**src/sv/derz_pkg.sv**
```systemverilog
// ----------------------------------------------------------------------------
// derz_pkg
// Shared types, constants and elaboration-time helpers for the dual-energy
// log-ratio / effective atomic number pipeline.
// ----------------------------------------------------------------------------
package derz_pkg;

  localparam int FRAC_BITS_DEF = 16;
  localparam int ZEFF_W        = 15;
  localparam int MANT_W        = 32;
  localparam int LOG_ROUNDS    = 32;
  localparam int POW_STEPS     = 24;
  localparam int R24_W         = 26;

  // quadratic coefficients in Q16, exponent gain in Q24, exp gain in Q30
  localparam logic [23:0] QA       = 24'd8546360;
  localparam logic [21:0] QB       = 22'd2354113;
  localparam logic [19:0] QC       = 20'd998484;
  localparam logic [27:0] EXP_GAIN = 28'd163253286;
  localparam logic [27:0] EXP_K    = 28'd166334204;

  localparam logic [ZEFF_W-1:0] ZEFF_CEIL_RST = 15'd25600;

  typedef enum logic [1:0] {
    CFG_RATIO_LIMIT  = 2'd0,
    CFG_WINDOW_LOW   = 2'd1,
    CFG_WINDOW_HIGH  = 2'd2,
    CFG_ZEFF_CEILING = 2'd3
  } cfg_idx_t;

  typedef struct packed {
    logic vld;
    logic fb;
  } derz_ctl_t;

  function automatic logic [63:0] isqrt64(input logic [63:0] v_in);
    logic [63:0] v;
    logic [63:0] res;
    logic [63:0] bq;
    v   = v_in;
    res = '0;
    bq  = 64'd1 << 62;
    for (int k = 0; k < 32; k++) begin
      if (bq > v) bq = bq >> 2;
    end
    for (int k = 0; k < 32; k++) begin
      if (bq != 64'd0) begin
        if (v >= res + bq) begin
          v   = v - (res + bq);
          res = (res >> 1) + bq;
        end else begin
          res = res >> 1;
        end
        bq = bq >> 2;
      end
    end
    return res;
  endfunction

  // square root of 1.0 taken i times in Q30, so every factor is 1.0
  function automatic logic [31:0] pow_factor(input int i);
    logic [63:0] c;
    c = 64'd1 << 30;
    for (int k = 1; k <= POW_STEPS; k++) begin
      if (k <= i) c = isqrt64(c << 30);
    end
    return c[31:0];
  endfunction

endpackage

```
**src/sv/derz_div.sv**
```systemverilog
// ----------------------------------------------------------------------------
// derz_div
// Pipelined restoring divider for the rounded log ratio, one quotient bit
// per stage, with overflow, zero and limit checks.
// ----------------------------------------------------------------------------
module derz_div import derz_pkg::*; #(
  parameter int  FRAC_BITS = FRAC_BITS_DEF,
  localparam int NLW       = $clog2(FRAC_BITS + 1) + MANT_W,
  localparam int RW        = FRAC_BITS + 2
) (
  input  logic           clk,
  input  logic           rst_n,
  input  logic           en,
  input  derz_ctl_t      in_ctl,
  input  logic [NLW-1:0] nh,
  input  logic [NLW-1:0] nl,
  input  logic [RW-1:0]  ratio_limit,
  output derz_ctl_t      out_ctl,
  output logic [RW-1:0]  out_ratio
);

  localparam int DW       = NLW + RW;
  localparam int ONE      = 1 << FRAC_BITS;
  localparam int FB_RATIO = (ONE + 50) / 100;

  derz_ctl_t      ctl0_r;
  logic [DW-1:0]  num_r;
  logic [NLW-1:0] d0_r;

  derz_ctl_t      ctlq_r [0:RW];
  logic [RW-1:0]  q_r    [0:RW];
  logic [DW-1:0]  rem_r  [0:RW-1];
  logic [NLW-1:0] dq_r   [0:RW-1];

  derz_ctl_t      ctlo_r;
  logic [RW-1:0]  ratio_r;
  logic           fb_fin;

  always_ff @(posedge clk) begin
    if (!rst_n) begin
      ctl0_r    <= '0;
      ctlq_r[0] <= '0;
    end else if (en) begin
      ctl0_r    <= in_ctl;
      // quotient past the ratio width always exceeds the limit
      ctlq_r[0] <= '{vld: ctl0_r.vld,
                     fb: ctl0_r.fb || (num_r >= (DW'(d0_r) << RW))};
    end
  end

  always_ff @(posedge clk) begin
    if (en) begin
      num_r    <= (DW'(nh) << FRAC_BITS) + DW'(nl >> 1);
      d0_r     <= nl;
      rem_r[0] <= num_r;
      dq_r[0]  <= d0_r;
      q_r[0]   <= '0;
    end
  end

  for (genvar j = 0; j < RW; j++) begin : g_step
    localparam int SB = RW - 1 - j;
    logic [DW-1:0] sub;
    logic          take;

    assign sub  = DW'(dq_r[j]) << SB;
    assign take = rem_r[j] >= sub;

    always_ff @(posedge clk) begin
      if (!rst_n) begin
        ctlq_r[j+1] <= '0;
      end else if (en) begin
        ctlq_r[j+1] <= ctlq_r[j];
      end
    end

    always_ff @(posedge clk) begin
      if (en) begin
        q_r[j+1] <= take ? (q_r[j] | (RW'(1) << SB)) : q_r[j];
      end
    end

    if (j < RW - 1) begin : g_rem
      always_ff @(posedge clk) begin
        if (en) begin
          rem_r[j+1] <= take ? (rem_r[j] - sub) : rem_r[j];
          dq_r[j+1]  <= dq_r[j];
        end
      end
    end
  end

  assign fb_fin = ctlq_r[RW].fb || (q_r[RW] > ratio_limit) || (q_r[RW] == '0);

  always_ff @(posedge clk) begin
    if (!rst_n) begin
      ctlo_r <= '0;
    end else if (en) begin
      ctlo_r <= '{vld: ctlq_r[RW].vld, fb: fb_fin};
    end
  end

  always_ff @(posedge clk) begin
    if (en) begin
      ratio_r <= fb_fin ? RW'(FB_RATIO) : q_r[RW];
    end
  end

  assign out_ctl   = ctlo_r;
  assign out_ratio = ratio_r;

endmodule

```
**config.mk**
```make
export PLATFORM = sky130hd
export DESIGN_NAME = derz_div
export DESIGN_NICKNAME = d
export VERILOG_FILES = /design/src/sv/derz_pkg.sv /design/src/sv/derz_div.sv
export SDC_FILE = /design/constraint.sdc
export NUM_CORES = 2
export LEC_CHECK = 0
export BUFFER_PORTS_ARGS = -buffer_cell sky130_fd_sc_hd__buf_2
export CAP_MARGIN = 20
export CORE_MARGIN = 10
export CORE_UTILIZATION = 55
export CTS_BUF_LIST = sky130_fd_sc_hd__clkbuf_4 sky130_fd_sc_hd__clkbuf_8
export DETAILED_ROUTE_END_ITERATION = 12
export PLACE_DENSITY = 0.71
export RECOVER_POWER = 50
export SYNTH_ARGS = -nofsm -noshare
export SYNTH_HDL_FRONTEND = slang
export SYNTH_SLANG_ARGS = --single-unit
```
**constraint.sdc**
```tcl
create_clock -name clk -period 4 [get_ports clk]
set_input_delay 0.2 -clock clk [delete_from_list [all_inputs] [get_ports clk]]
set_output_delay 0.2 -clock clk [all_outputs]
set_load 0.01 [all_outputs]
```
## Yosys cells after proc, flatten, opt, wreduce, memory -nomap -nowiden

Memory sizes are Yosys's and may differ from the RTL's.
Index checks and enable logic that the tools add are counted.

| cells by class | value |
|---|---|
| add/sub/neg operators | 18 |
| $lt $le $gt $ge | 20 |
| muxes and demuxes | 59 |
| bitwise gates (word level) | 19 |
| reductions and logical operators | 4 |

Operators by type and width:

| operator | number |
|---|---|
| $mux 55 | 17 |
| $ge 55x37->1 | 1 |
| $ge 55x38->1 | 1 |
| $ge 55x39->1 | 1 |
| $ge 55x40->1 | 1 |
| $ge 55x41->1 | 1 |
| $ge 55x42->1 | 1 |
| $ge 55x43->1 | 1 |
| $ge 55x44->1 | 1 |
| $ge 55x45->1 | 1 |
| $ge 55x46->1 | 1 |
| $ge 55x47->1 | 1 |
| $ge 55x48->1 | 1 |
| $ge 55x49->1 | 1 |
| $ge 55x50->1 | 1 |
| $ge 55x51->1 | 1 |
| $ge 55x52->1 | 1 |
| $ge 55x53->1 | 1 |
| $ge 55x54->1 | 1 |
| $ge 55x55->1 | 1 |
| $sub 55x38->55 | 1 |
| $sub 55x39->55 | 1 |
| $sub 55x40->55 | 1 |
| $sub 55x41->55 | 1 |
| other kinds (36) | 80 |

| word-level totals | value |
|---|---|
| bits in registers | 114 |
| bits in writable memories | 2036 |
| input bits | 97 |
| output and inout port bits | 20 |
| logic and storage cells | 131 |
| memories | 4 |

Memories:

| name | words | width | read ports | clocked after memory_dff | wr ports | RTL line | RTL |
|---|---|---|---|---|---|---|---|
| rem_r | 18 | 55 | 18 | 0 | 18 | derz_div.sv:32 | `logic [DW-1:0] rem_r [0:RW-1];` |
| dq_r | 18 | 37 | 18 | 0 | 18 | derz_div.sv:33 | `logic [NLW-1:0] dq_r [0:RW-1];` |
| q_r | 19 | 18 | 19 | 0 | 19 | derz_div.sv:31 | `logic [RW-1:0] q_r [0:RW];` |
| ctlq_r | 19 | 2 | 19 | 0 | 19 | derz_div.sv:30 | `derz_ctl_t ctlq_r [0:RW];` |

## Logic depth before layout (Yosys ltp)

| logic depth | value |
|---|---|
| depth after elaboration | 4 |
| depth in mapped cells | 17 |
| gate-level depth less buffers | 16 |

## Worst setup path before layout

Ideal clock, no wire load.

| path | value |
|---|---|
| kind | flip-flop to flip-flop |
| start point | memory rem_r[10][7] (netlist name) |
| end point | memory rem_r[11][8] (netlist name) (data pin) |
| setup time | 0.260 ns |
| arrival time | 3.416 ns |
| data required time | 3.740 ns |
| slack | 0.324 ns |
| cell stages (with the launch flop) | 16 |
| path buffers | 2 |
| clock period less this slack | 3.676 ns |
| path through | edfxtp_1 inv_1 ha_1 inv_1 fa_1 a21o_1 a221oi_2 o21ai_1 a31o_2 o2bb2ai_1 a211oi_1 nor2b_1 a31oi_1 buf_2 buf_2 mux2_2 |

RTL lines:

| element | RTL line |
|---|---|
| start, declared | derz_div.sv:32 |

## Final worst setup path

| path | value |
|---|---|
| start point | input port nl[18] |
| end point | register num_r[35] (data pin) |

| on the way | value |
|---|---|
| longest elaborated chain between the ends | 1 |

RTL lines:

| element | RTL line | RTL |
|---|---|---|
| start, declared | derz_div.sv:16 | `input logic [NLW-1:0] nl,` |
| $add 53x36->54 | derz_div.sv:53 | `num_r <= (DW'(nh) << FRAC_BITS) + DW'(nl >> 1);` |
| end signal, assigned | derz_div.sv:53 |  |
| end, declared | derz_div.sv:27 | `logic [DW-1:0] num_r;` |

No other way between the ends.
A chain may end at the register's enable or synchronous reset.

==> reports/qor.yml <==
crit_fanout: 4
place_inst: 12560
grtUsageTotal_pct: 26.75
grt-ovfl-total: 0
synthToLayoutAreaGrowth_pct: 15.30
setup_viol: 0
yosysTopAreaCell: "edfxtp_1"
die-area_um2: 205900
yosysSeqAreaShare_pct: 51.98
whs_ps: 192.3
netlist_area_um2: 103500
yosys_warnings: 0
synth_area_per_cell_um2: 10.72
cts_sinks: 1793
hold_viol_final: 0
power_uw: 83820
synth_top_area_share_pct: 51.90
dr.pass1.iters: 5
die_h_um: 453.8
synth_cells: 9656
synth_area_leaders: "edfxtp_1, ha_1, a21oi_1, xnor2_1, o21ai_0"
clockBufferDepth: 4
cp-start-kind: "input pin"
synth_edf_count: 1789
placed_cell_area_um2: 111100
rsz0062_at_grt: "true"
antenna_found_initial: 8
tns_ps: 0
relSlewSlack_pct: -106.0
io_pins: 117
numCtsBuffers: 314
rows: 159
stdcell_count: 13300
max_freq_mhz: 253.5
powerDensity_nw_per_um2: 702.4
postRouteWirelength_um: 282300
drv_slew: 770
synth.distinct_cells: 106
path_clk_slew_ps: 60
cp.arrival_ps: 4750
ys_ff_latch: 1793
leakagePower_uw: 0.04867
drive_above_1_share_pct: 12.77
finalInstanceArea_um2: 119300
start_util_pct: 55.23
period_share_pct: 98.62
run_status: "complete, but fails checks"
die_w_um: 453.8
ant_nets: 0
cap_violations: 15
synth_ff_type: "edfxtp_1"
yosysMostFrequentCell: "edfxtp_1"
grt_max_degree: 142
route.detailed.drc: 0
clkLatencyLatePin_ps: 1070
vias_per_cell: 5.814
ctsHtreeMaxLevel: 5
gp_congestion: 0.9997
grt_first_pass_wirelength_um: 433200
cp-end-kind: "register"
core_area_um2: 187400
wire_per_inst_um: 21.23
tritoncts: "yes"
crit_type: "input pin to register"
fin_crit_ps: 3945
route.vias.total: 77330
root_buffer: "clkbuf_8"
nets: 11440
hp-class: "input pin to register"
grt_pass1_vias: 76580
violations: "max-capacitance violations, max-slew violations"
fillers: 15020
vdd_drop_max_mv: 0.4522
drtIter0Drc: 6548
yosys-top-cells-count: "edfxtp_1, inv_1, a21oi_1"
port_buffers: 116
finClkSkew_ps: 76.84
cp.required_ps: 4800
syn-num-nets: 10510
worst_pin_slew_ps: 3090
synthArstFlopShare_pct: 0
dp_hpwl_um: 215700
power by group:
group / leakage (uW) / internal (uW) / switching, uW
clock network: 0.00313 / 9010 / 7450
registers: 0.0174 / 27100 / 3450
logic: 0.0281 / 16000 / 20800
total: 0.0487 / 52100 / 31700
layout by cell type, fill, tap and decap left out, types with 375 or more instances in the layout:
cell,instances
edfxtp_1,1789
inv_1,872
nand2_1,814
a21oi_1,807
ha_1,736
o21ai_0,677
nor2_1,575
buf_4,509
xnor2_1,392
a21o_1,375
state kept, by name (all words and copies together), names as in the netlist:
register,count
q_r,171
dq_r,530
out_ctl,2
ctlq_r,38
d0_r,37
rem_r,957
num_r,38
ctl0_r,2
out_ratio,18
cell type report:
cell class                 instances  area [um2]  area share (%)
multi-input combinational       6690       45990           38.54
antenna                            6       15.01         0.01258
inverter                         879        3303           2.768
clock buffer                     390        4917           4.121
clock inverter                   141        1027          0.8608
tap                             2495        3122           2.616
sequential                      1793       53800           45.09
timing repair buffer             906        7157           5.997
layer usage:
metal	track usage [%]	vias up	wire (um)
met5	0	-	23
met4	11.05	4	12380
met3	4.488	524	17790
met2	44.95	2452	134700
met1	34.32	36990	117400
li1	-	37360	-
critical path, stage by stage:
cell and delay (ps):
dlygate4sd3_1 550, buf_2 160, ha_1 270, a21oi_1 240, o22ai_1 190, or4_1 480
a31oi_1 360, o21a_1 320, a311oi_1 150, a211oi_2 300, o21bai_1 110, a211oi_1 240
dlygate4sd3_1 580, nor2_1 40, dlygate4sd3_1 560
path summary, 6_finish.rpt:
| path | start | end | slack, ps | cells after the start |
|---|---|---|---|---|
| setup / recovery | nl[18] | num_r[35] | 60 | 15 |
| hold / removal | ratio_limit[1] | out_ratio[0] | 190 | 7 |
| setup reg to reg | rem_r[15][2] | rem_r[16][48] | 80 | 17 |
| hold reg to reg | q_r[13][16] | q_r[14][16] | 400 | 0 |
stage by stage:
stage	setup slack, ps	utilization, %
floorplan	324.4	-
global placement	-302.9	59.27
detailed placement	-326.3	59.27
CTS	1.206	63.44
global route	-53.90	63.67
finish	55.03	63.68
repair_timing:
item / in CTS / in global routing
setup buffers: 6 / 20
resized for setup: 20 / 124
endpoints found under the hold margin: 551 / 0
hold buffers: 170 / 0
pin swaps: 5 / 39
gates cloned: 0 / 2
setup endpoints to repair: 162 / 458
kinds of logic after synthesis:
group	share of synthesized area (%)
simple gates	11.71
buf+inv	4.356
mux	0.9006
compound gates	15.57
flops	51.98
xor+xnor	6.194
fa+ha+maj	9.294
No activity file was read; power rests on OpenSTA's default activity.
