File: config.mk
export PLATFORM = sky130hd
export DESIGN_NAME = derz_zeff
export DESIGN_NICKNAME = d
export VERILOG_FILES = /design/src/sv/derz_pkg.sv /design/src/sv/derz_zeff.sv
export SDC_FILE = /design/constraint.sdc
export NUM_CORES = 2
export LEC_CHECK = 0
export BUFFER_PORTS_ARGS = -buffer_cell sky130_fd_sc_hd__buf_2
export CAP_MARGIN = 20
export CORE_AREA = 2 2 367 369
export DETAILED_ROUTE_END_ITERATION = 12
export DIE_AREA = 0 0 369 371
export PLACE_DENSITY = 0.76
export SLEW_MARGIN = 20
export SYNTH_ARGS = -nofsm -noshare
export SYNTH_HDL_FRONTEND = slang
export SYNTH_SLANG_ARGS = --single-unit
File: constraint.sdc
create_clock -name clk -period 16.4 [get_ports clk]
set_input_delay 0 -clock clk [delete_from_list [all_inputs] [get_ports clk]]
set_output_delay 0 -clock clk [all_outputs]
set_load 0.01 [all_outputs]
File: src/sv/derz_pkg.sv
// ----------------------------------------------------------------------------
// derz_pkg
// Shared types, constants and elaboration-time helpers for the dual-energy
// log-ratio / effective atomic number pipeline.
// ----------------------------------------------------------------------------
package derz_pkg;

  localparam int FRAC_BITS_DEF = 16;
  localparam int ZEFF_W        = 15;
  localparam int MANT_W        = 32;
  localparam int LOG_ROUNDS    = 32;
  localparam int POW_STEPS     = 24;
  localparam int R24_W         = 26;

  // quadratic coefficients in Q16, exponent gain in Q24, exp gain in Q30
  localparam logic [23:0] QA       = 24'd8546360;
  localparam logic [21:0] QB       = 22'd2354113;
  localparam logic [19:0] QC       = 20'd998484;
  localparam logic [27:0] EXP_GAIN = 28'd163253286;
  localparam logic [27:0] EXP_K    = 28'd166334204;

  localparam logic [ZEFF_W-1:0] ZEFF_CEIL_RST = 15'd25600;

  typedef enum logic [1:0] {
    CFG_RATIO_LIMIT  = 2'd0,
    CFG_WINDOW_LOW   = 2'd1,
    CFG_WINDOW_HIGH  = 2'd2,
    CFG_ZEFF_CEILING = 2'd3
  } cfg_idx_t;

  typedef struct packed {
    logic vld;
    logic fb;
  } derz_ctl_t;

  function automatic logic [63:0] isqrt64(input logic [63:0] v_in);
    logic [63:0] v;
    logic [63:0] res;
    logic [63:0] bq;
    v   = v_in;
    res = '0;
    bq  = 64'd1 << 62;
    for (int k = 0; k < 32; k++) begin
      if (bq > v) bq = bq >> 2;
    end
    for (int k = 0; k < 32; k++) begin
      if (bq != 64'd0) begin
        if (v >= res + bq) begin
          v   = v - (res + bq);
          res = (res >> 1) + bq;
        end else begin
          res = res >> 1;
        end
        bq = bq >> 2;
      end
    end
    return res;
  endfunction

  // square root of 1.0 taken i times in Q30, so every factor is 1.0
  function automatic logic [31:0] pow_factor(input int i);
    logic [63:0] c;
    c = 64'd1 << 30;
    for (int k = 1; k <= POW_STEPS; k++) begin
      if (k <= i) c = isqrt64(c << 30);
    end
    return c[31:0];
  endfunction

endpackage

File: src/sv/derz_zeff.sv
// ----------------------------------------------------------------------------
// derz_zeff
// Effective atomic number from the ratio: quadratic inside the window,
// exponential through a chain of pow_factor multiply stages outside it.
// ----------------------------------------------------------------------------
module derz_zeff import derz_pkg::*; #(
  parameter int  FRAC_BITS = FRAC_BITS_DEF,
  localparam int RW        = FRAC_BITS + 2
) (
  input  logic              clk,
  input  logic              rst_n,
  input  logic              en,
  input  derz_ctl_t         in_ctl,
  input  logic [RW-1:0]     in_ratio,
  input  logic [RW-1:0]     window_low,
  input  logic [RW-1:0]     window_high,
  input  logic [ZEFF_W-1:0] zeff_ceiling,
  output derz_ctl_t         out_ctl,
  output logic [RW-1:0]     out_ratio,
  output logic [ZEFF_W-1:0] out_zeff
);

  localparam int LAST = POW_STEPS + 2;
  localparam int PE_W = 54;
  localparam int QS_W = 52;
  localparam int QB_W = 48;
  localparam int QA_W = 52;
  localparam int ZQ_W = 22;
  localparam int PW_W = 31;
  localparam int ZK_W = 29;

  logic [R24_W-1:0] r24;
  logic [PE_W-1:0]  e_sum;
  logic [55:0]      z40;
  logic [55:0]      z_rnd;
  logic [ZQ_W-1:0]  zq_new;
  logic [63:0]      ez;
  logic [63:0]      zsel;

  derz_ctl_t        ctl_r [0:LAST];
  logic [RW-1:0]    r_r   [0:LAST];
  logic             win_r [0:LAST];
  logic [5:0]       n_r   [1:LAST];
  logic [23:0]      f_r   [1:POW_STEPS];
  logic [PW_W-1:0]  pw_r  [1:POW_STEPS+1];
  logic [ZQ_W-1:0]  zq_r  [2:LAST];

  logic [PE_W-1:0]  pe_r;
  logic [QS_W-1:0]  qs_r;
  logic [QB_W-1:0]  qb0_r;
  logic [QA_W-1:0]  qa_r;
  logic [QB_W-1:0]  qb1_r;
  logic [ZK_W-1:0]  zk_r;

  assign r24 = R24_W'(in_ratio) << (24 - FRAC_BITS);

  always_ff @(posedge clk) begin
    if (!rst_n) begin
      ctl_r[0] <= '0;
    end else if (en) begin
      ctl_r[0] <= in_ctl;
    end
  end

  always_ff @(posedge clk) begin
    if (en) begin
      r_r[0]   <= in_ratio;
      win_r[0] <= (in_ratio > window_low) && (in_ratio < window_high);
      pe_r     <= PE_W'(EXP_GAIN) * PE_W'(r24);
      qs_r     <= QS_W'(r24) * QS_W'(r24);
      qb0_r    <= QB_W'(QB) * QB_W'(r24);
    end
  end

  // exponent rounded to Q24, r^2 truncated to Q24
  assign e_sum = pe_r + (PE_W'(1) << 23);

  always_ff @(posedge clk) begin
    if (en) begin
      n_r[1]  <= e_sum[53:48];
      f_r[1]  <= e_sum[47:24];
      pw_r[1] <= PW_W'(1) << 30;
      qa_r    <= QA_W'(QA) * QA_W'(qs_r[51:24]);
      qb1_r   <= qb0_r;
    end
  end

  assign z40    = {4'b0, qa_r} - 56'(qb1_r) - (56'(QC) << 24);
  assign z_rnd  = z40 + (56'd1 << 31);
  assign zq_new = (z40[55] || (z40 == '0)) ? '0 : z_rnd[32 +: ZQ_W];

  for (genvar k = 0; k <= POW_STEPS + 1; k++) begin : g_carry
    always_ff @(posedge clk) begin
      if (!rst_n) begin
        ctl_r[k+1] <= '0;
      end else if (en) begin
        ctl_r[k+1] <= ctl_r[k];
      end
    end

    always_ff @(posedge clk) begin
      if (en) begin
        r_r[k+1]   <= r_r[k];
        win_r[k+1] <= win_r[k];
      end
    end
  end

  for (genvar k = 1; k <= POW_STEPS + 1; k++) begin : g_side
    always_ff @(posedge clk) begin
      if (en) begin
        n_r[k+1] <= n_r[k];
        if (k == 1) begin
          zq_r[k+1] <= zq_new;
        end else begin
          zq_r[k+1] <= zq_r[k];
        end
      end
    end
  end

  for (genvar k = 1; k <= POW_STEPS; k++) begin : g_pow
    localparam logic [31:0] C_K = pow_factor(k);
    logic [63:0] prod;

    assign prod = 64'(pw_r[k]) * 64'(C_K);

    always_ff @(posedge clk) begin
      if (en) begin
        pw_r[k+1] <= f_r[k][POW_STEPS-k] ? prod[30 +: PW_W] : pw_r[k];
      end
    end

    if (k < POW_STEPS) begin : g_f
      always_ff @(posedge clk) begin
        if (en) begin
          f_r[k+1] <= f_r[k];
        end
      end
    end
  end

  logic [58:0] zk_prod;
  assign zk_prod = 59'(EXP_K) * 59'(pw_r[POW_STEPS+1]);

  always_ff @(posedge clk) begin
    if (en) begin
      zk_r <= zk_prod[30 +: ZK_W];
    end
  end

  always_comb begin
    if (n_r[LAST] >= 6'd30) begin
      ez = 64'(zeff_ceiling);
    end else begin
      ez = ((64'(zk_r) << n_r[LAST]) + (64'd1 << 21)) >> 22;
    end
    zsel = win_r[LAST] ? 64'(zq_r[LAST]) : ez;
    out_zeff = (zsel > 64'(zeff_ceiling)) ? zeff_ceiling : zsel[ZEFF_W-1:0];
  end

  assign out_ctl   = ctl_r[LAST];
  assign out_ratio = r_r[LAST];

endmodule

Word level (Yosys, flattened, before mapping):

Memory sizes are Yosys's and may differ from the RTL's.
Index checks and enable logic that the tools add are counted.

* $lt $le $gt $ge: 4
* divide/modulo/power cells: 0
* eq/ne operators: 0
* shift operators: 1
* mux-type cells: 36
* add/sub/neg operators: 5
* bitwise logic cells: 27
* $mul: 5
* reduce and logical (&&, ||, !) cells: 3

Operator list (count)
* 64-bit by 22-bit adder with 64-bit output, second input constant: 1
* 64-bit by 15-bit > comparator with 1-bit output: 1
* 64-bit two-way mux: 1
* 29-bit by 6-bit << shifter with 64-bit output: 1
* 26-bit by 31-bit multiplier with 57-bit output, first input constant: 1
* 56-bit logical NOT: 1
* 54-bit by 24-bit adder with 54-bit output, second input constant: 1
* 54-bit by 33-bit adder with 54-bit output, second input constant: 1
* 2-bit two-way mux: 27
* 53-bit by 45-bit subtractor with 54-bit output, second input constant: 1
* 52-bit by 48-bit subtractor with 53-bit output: 1
* 21-bit by 28-bit multiplier with 49-bit output, first input constant: 1
* 27-bit by 18-bit multiplier with 45-bit output, first input constant: 1
* 42-bit two-way mux: 1
* 22-bit by 18-bit multiplier with 40-bit output, first input constant: 1
* 18-bit by 18-bit multiplier with 36-bit output: 1
* 1-bit bitwise OR: 27
* 22-bit two-way mux: 1
* 18-bit > comparator: 1
* 18-bit less-than comparator: 1
* 15-bit two-way mux: 1
* 6-bit by 5-bit greater-or-equal comparator with 1-bit output, second input constant: 1
* 1-bit two-way mux: 5
* 1-bit logical AND: 1
* 1-bit logical OR: 1

* memories: 6
* output and inout bits: 35
* memory bits (writable): 2048
* logic and storage cells: 93
* latch bits: 0
* register bits after elaboration: 239
* bits in read-only memories: 0
* input bits: 74

Memories
* pw_r: words 25, width 31, rd ports 25, clocked after Yosys merged registers in 0, wr ports 25, RTL line derz_zeff.sv:45 `logic [PW_W-1:0] pw_r [1:POW_STEPS+1];`
* zq_r: words 25, width 22, rd ports 25, clocked after Yosys merged registers in 0, wr ports 25, RTL line derz_zeff.sv:46 `logic [ZQ_W-1:0] zq_r [2:LAST];`
* r_r: words 27, width 18, rd ports 27, clocked after Yosys merged registers in 0, wr ports 27, RTL line derz_zeff.sv:41 `logic [RW-1:0] r_r [0:LAST];`
* n_r: words 26, width 6, rd ports 26, clocked after Yosys merged registers in 0, wr ports 26, RTL line derz_zeff.sv:43 `logic [5:0] n_r [1:LAST];`
* ctl_r: words 27, width 2, rd ports 27, clocked after Yosys merged registers in 0, wr ports 27, RTL line derz_zeff.sv:40 `derz_ctl_t ctl_r [0:LAST];`
* win_r: words 27, width 1, rd ports 27, clocked after Yosys merged registers in 0, wr ports 27, RTL line derz_zeff.sv:42 `logic win_r [0:LAST];`

Depth between registers and ports, before layout:

An unclocked memory read counts as a cell.

* depth in word-level cells: 7
* mapped depth: 31
* depth with buffers taken out: 29

Worst setup path before layout:

OpenSTA, ideal clock, no wires.

* path type: reg2reg
* from: register qs_r[34]
* to: register qa_r[50], data pin
* setup time: 0.263 ns
* period minus slack after synthesis: 6.677 ns
* arrival time: 6.415 ns
* required time: 16.137 ns
* cell stages (with the launch flop): 29
* setup slack: 9.723 ns
* buffers on the path: 0
* path through: edfxtp_1 ha_1 inv_1 fa_1 inv_1 ha_1 inv_1 fa_1 inv_1 fa_1 fa_1 inv_1 fa_1 inv_1 ha_1 a21o_1 a21o_1 a21o_1 a2111oi_0 o32ai_1 a21o_1 a211oi_1 o31ai_1 o22ai_1 o21ai_0 nor3_1 o21bai_1 a21oi_1 xnor2_1

* word-level cells in the longest chain between the ends: 1

Ends and longest elaborated chain
* start, declared: RTL line derz_zeff.sv:49 `logic [QS_W-1:0] qs_r;`
* start signal, assigned: RTL line derz_zeff.sv:70 `qs_r <= QS_W'(r24) * QS_W'(r24);`
* 21-bit by 28-bit multiplier with 49-bit output: RTL line derz_zeff.sv:83 `qa_r <= QA_W'(QA) * QA_W'(qs_r[51:24]);`
* end signal, assigned: RTL line derz_zeff.sv:83
* end, declared: RTL line derz_zeff.sv:51 `logic [QA_W-1:0] qa_r;`

Every way passes these cells.
A chain may end at the register's enable or synchronous reset.

Worst setup path after layout:

* from: register qs_r[35]
* to: register qa_r[50], data pin

Same word-level chain as after synthesis.

==> impl_metrics.toml <==
[run_status]
status = "finished clean"

[placement]
place_inst = 7352
place_congestion = 0.937
io_buffers = 108
dp_hpwl_um = 106000

[floorplanning]
die_h_um = 371
core_um2 = 133000
start_util = 0.596
die_area_um2 = 137000
num_rows = 134
io-pin-count = 109
die_x_um = 369

[global_routing]
grt-ovfl-total = 0
antenna_found_initial = 1
track_usage = 0.223
grt_pass1_vias = 43003
grt_pass1_wl_um = 234000
grt_max_degree = 188

[timing]
finalSetupTns_ns = 0
period_needed_ns = 7.75
fmax_mhz = 129
setup_viol = 0
hold_viol = 0
finalCritPeriodShare = 0.472
skew_ns = 0.0289
rsz0062_at_grt = "false"
drv_slew = 0
max_slew_margin = 0.340
worst_pin_slew_ns = 0.991

[clock_tree]
ctsResizeCount = 0
clk_latency_ns = 0.78
clk_path_buf_depth = 3
htree_levels = 4
cts_hold_buf = 25
cts_setup_buffers = 0
cts.clk_slew.worst_paths_ns = 0.06
cts_buffers = 144
clkSinkCount = 1449
root_buffer = "clkbuf_16"
cts_tree = "yes"

[routing]
viasPerCell = 5.38
drcViolationCount = 0
ant_nets = 0
wire_per_inst_um = 19.4
routed_wl_um = 148000
first_pass_iters = 6
dr.first_iter.drc_count = 2638
vias = 41055

[final_layout]
nFillCells = 9611
multi_input_area_um2 = 31400
final_common_cell = "edfxtp_1"
fin_nets = 7160
regArea_um2 = 43500
antennaDiodeCount = 0
final_cells = 7637
syn2layout_area_growth_pct = 9.60
drive_gt1_frac = 0.0762
mostFrequentLayoutCells = "edfxtp_1 (1,449), inv_1 (1,016), ha_1 (719), fa_1 (610), nor2_1 (218)"

[logic_synthesis]
postSynthCellCount = 5548
synthFlopType = "edfxtp_1"
synth_seq_area_share = 0.549
synth_top_cell_by_area = "edfxtp_1"
yosysUniqueCellTypes = 97
yosysWarnings = 0
synth_fp_nets = 6951
synth_area_um2 = 79200
synth_enable_flop_cells = 1449
synth_area_leaders = "edfxtp_1 (55%), fa_1 (15%), ha_1 (11%)"
async_flop_share = 0
yosysTopAreaCellShare = 0.549
syn_avg_cell_area_um2 = 14.3
synth_seq_cells = 1449

[worst_setup_path]
cp.required_ns = 16.90
reg2reg_setup_slack_ns = 8.65
crit_arrival_ns = 8.25
path_class = "flop to flop"
slowest_stage = "edfxtp_1"
cpMostUsedCell = "inv_1"
cp-end-kind = "flop"
crit_start = "qs_r[35]"
cp_slowest_stage_delay_ns = 0.57
endpoint = "qa_r[50]"
start_kind = "flop"
crit-reg2reg-capture = "qa_r[50]"
cp_max_fo = 6
ff2ff_path_depth = 28
r2r_start = "qs_r[35]"

[flow_run]
maxCapViolCount = 0

[hold_path]
hp-class = "primary input to flop"
[cells by family after synthesis]
group	count (synthesis)	synth area share
mux	33	0.00450
buf+inv	1121	0.0544
compound gates	589	0.0507
flops	1449	0.549
simple gates	837	0.0523
other cells	1	0.0000473
fa+ha+maj	1329	0.268
xor+xnor	189	0.0209
[state kept, by name (all words and copies together) (netlist names)]
register / count
zq_r: 550
r_r: 474
n_r: 156
ctl_r: 54
qa_r: 49
qb0_r: 40
qb1_r: 40
pe_r: 31
qs_r: 28
win_r: 27
[worst max-delay path: cells and delay by family (launching register included)]
| kind | cells | cell delay, ns |
|---|---|---|
| flip-flops | 1 | 0.57 |
| adder cells (fa/ha/maj) | 8 | 3.43 |
| AO/OA/AOI/OAI | 12 | 2.90 |
| AND/OR/NAND/NOR | 1 | 0.21 |
| buffers and inverters | 6 | 0.29 |
| XOR/XNOR | 1 | 0.09 |
[Yosys cell counts (all sizes together) (11+ instances only)]
cell type / n
mux2: 21
fa: 610
nor3: 63
o211ai: 19
o21bai: 18
clkbuf: 73
xor2: 49
or2: 21
nand3: 44
edfxtp: 1449
a31oi: 21
a21o: 94
mux2i: 12
nand4: 26
nand2b: 32
a21oi: 167
nor4: 16
o21a: 40
ha: 719
and3: 78
nand2: 209
buf: 31
o21ai: 104
xnor2: 140
and2: 44
inv: 1016
nor2b: 34
nor2: 234
or3: 11
a211oi: 26
[worst min path at each step]
stage / startpoint / endpoint / depth (start not counted)
3_3_place_gp: in_ctl[0] / ctl_r[0][0] / 2
4_1_cts: in_ratio[12] / r_r[0][12] / 2
2_1_floorplan: in_ratio[2] / qb0_r[10] / 0
5_1_grt: in_ratio[12] / r_r[0][12] / 2
6_report: in_ratio[12] / r_r[0][12] / 2
3_5_place_dp: in_ctl[1] / ctl_r[0][1] / 2
[cell type report]
class                      instances  area share
sequential                      1449       0.501
multi-input combinational       2978       0.362
inverter                        1017      0.0440
clock buffer                     171      0.0434
tap                             1768      0.0255
timing repair buffer             167      0.0132
clock inverter                    87      0.0111
[per-layer routing]
metal  GRT usage  share of wire  up-vias
li1            -              -    19516
met3      0.0361          0.041      288
met5           0              0        -
met4      0.0889          0.039        0
met1       0.284           0.42    20386
met2       0.383           0.50      865
[per-stage QoR]
stage          setup WS (ns)  cell area [µm²]  utilization  hold WS [ns]
6_report                8.65            86800        0.654        0.0969
3_5_place_dp            8.69            81800        0.616         0.341
4_1_cts                 8.67            86800        0.653        0.0501
5_1_grt                 8.17            86800        0.654        0.0245
2_1_floorplan           9.72            79200            -        0.0989
3_3_place_gp            8.60            81800        0.616         0.325
Power is left out: the tool's default activity adds up to more than one toggle a clock period on the data nets, which glitch-free logic cannot reach.
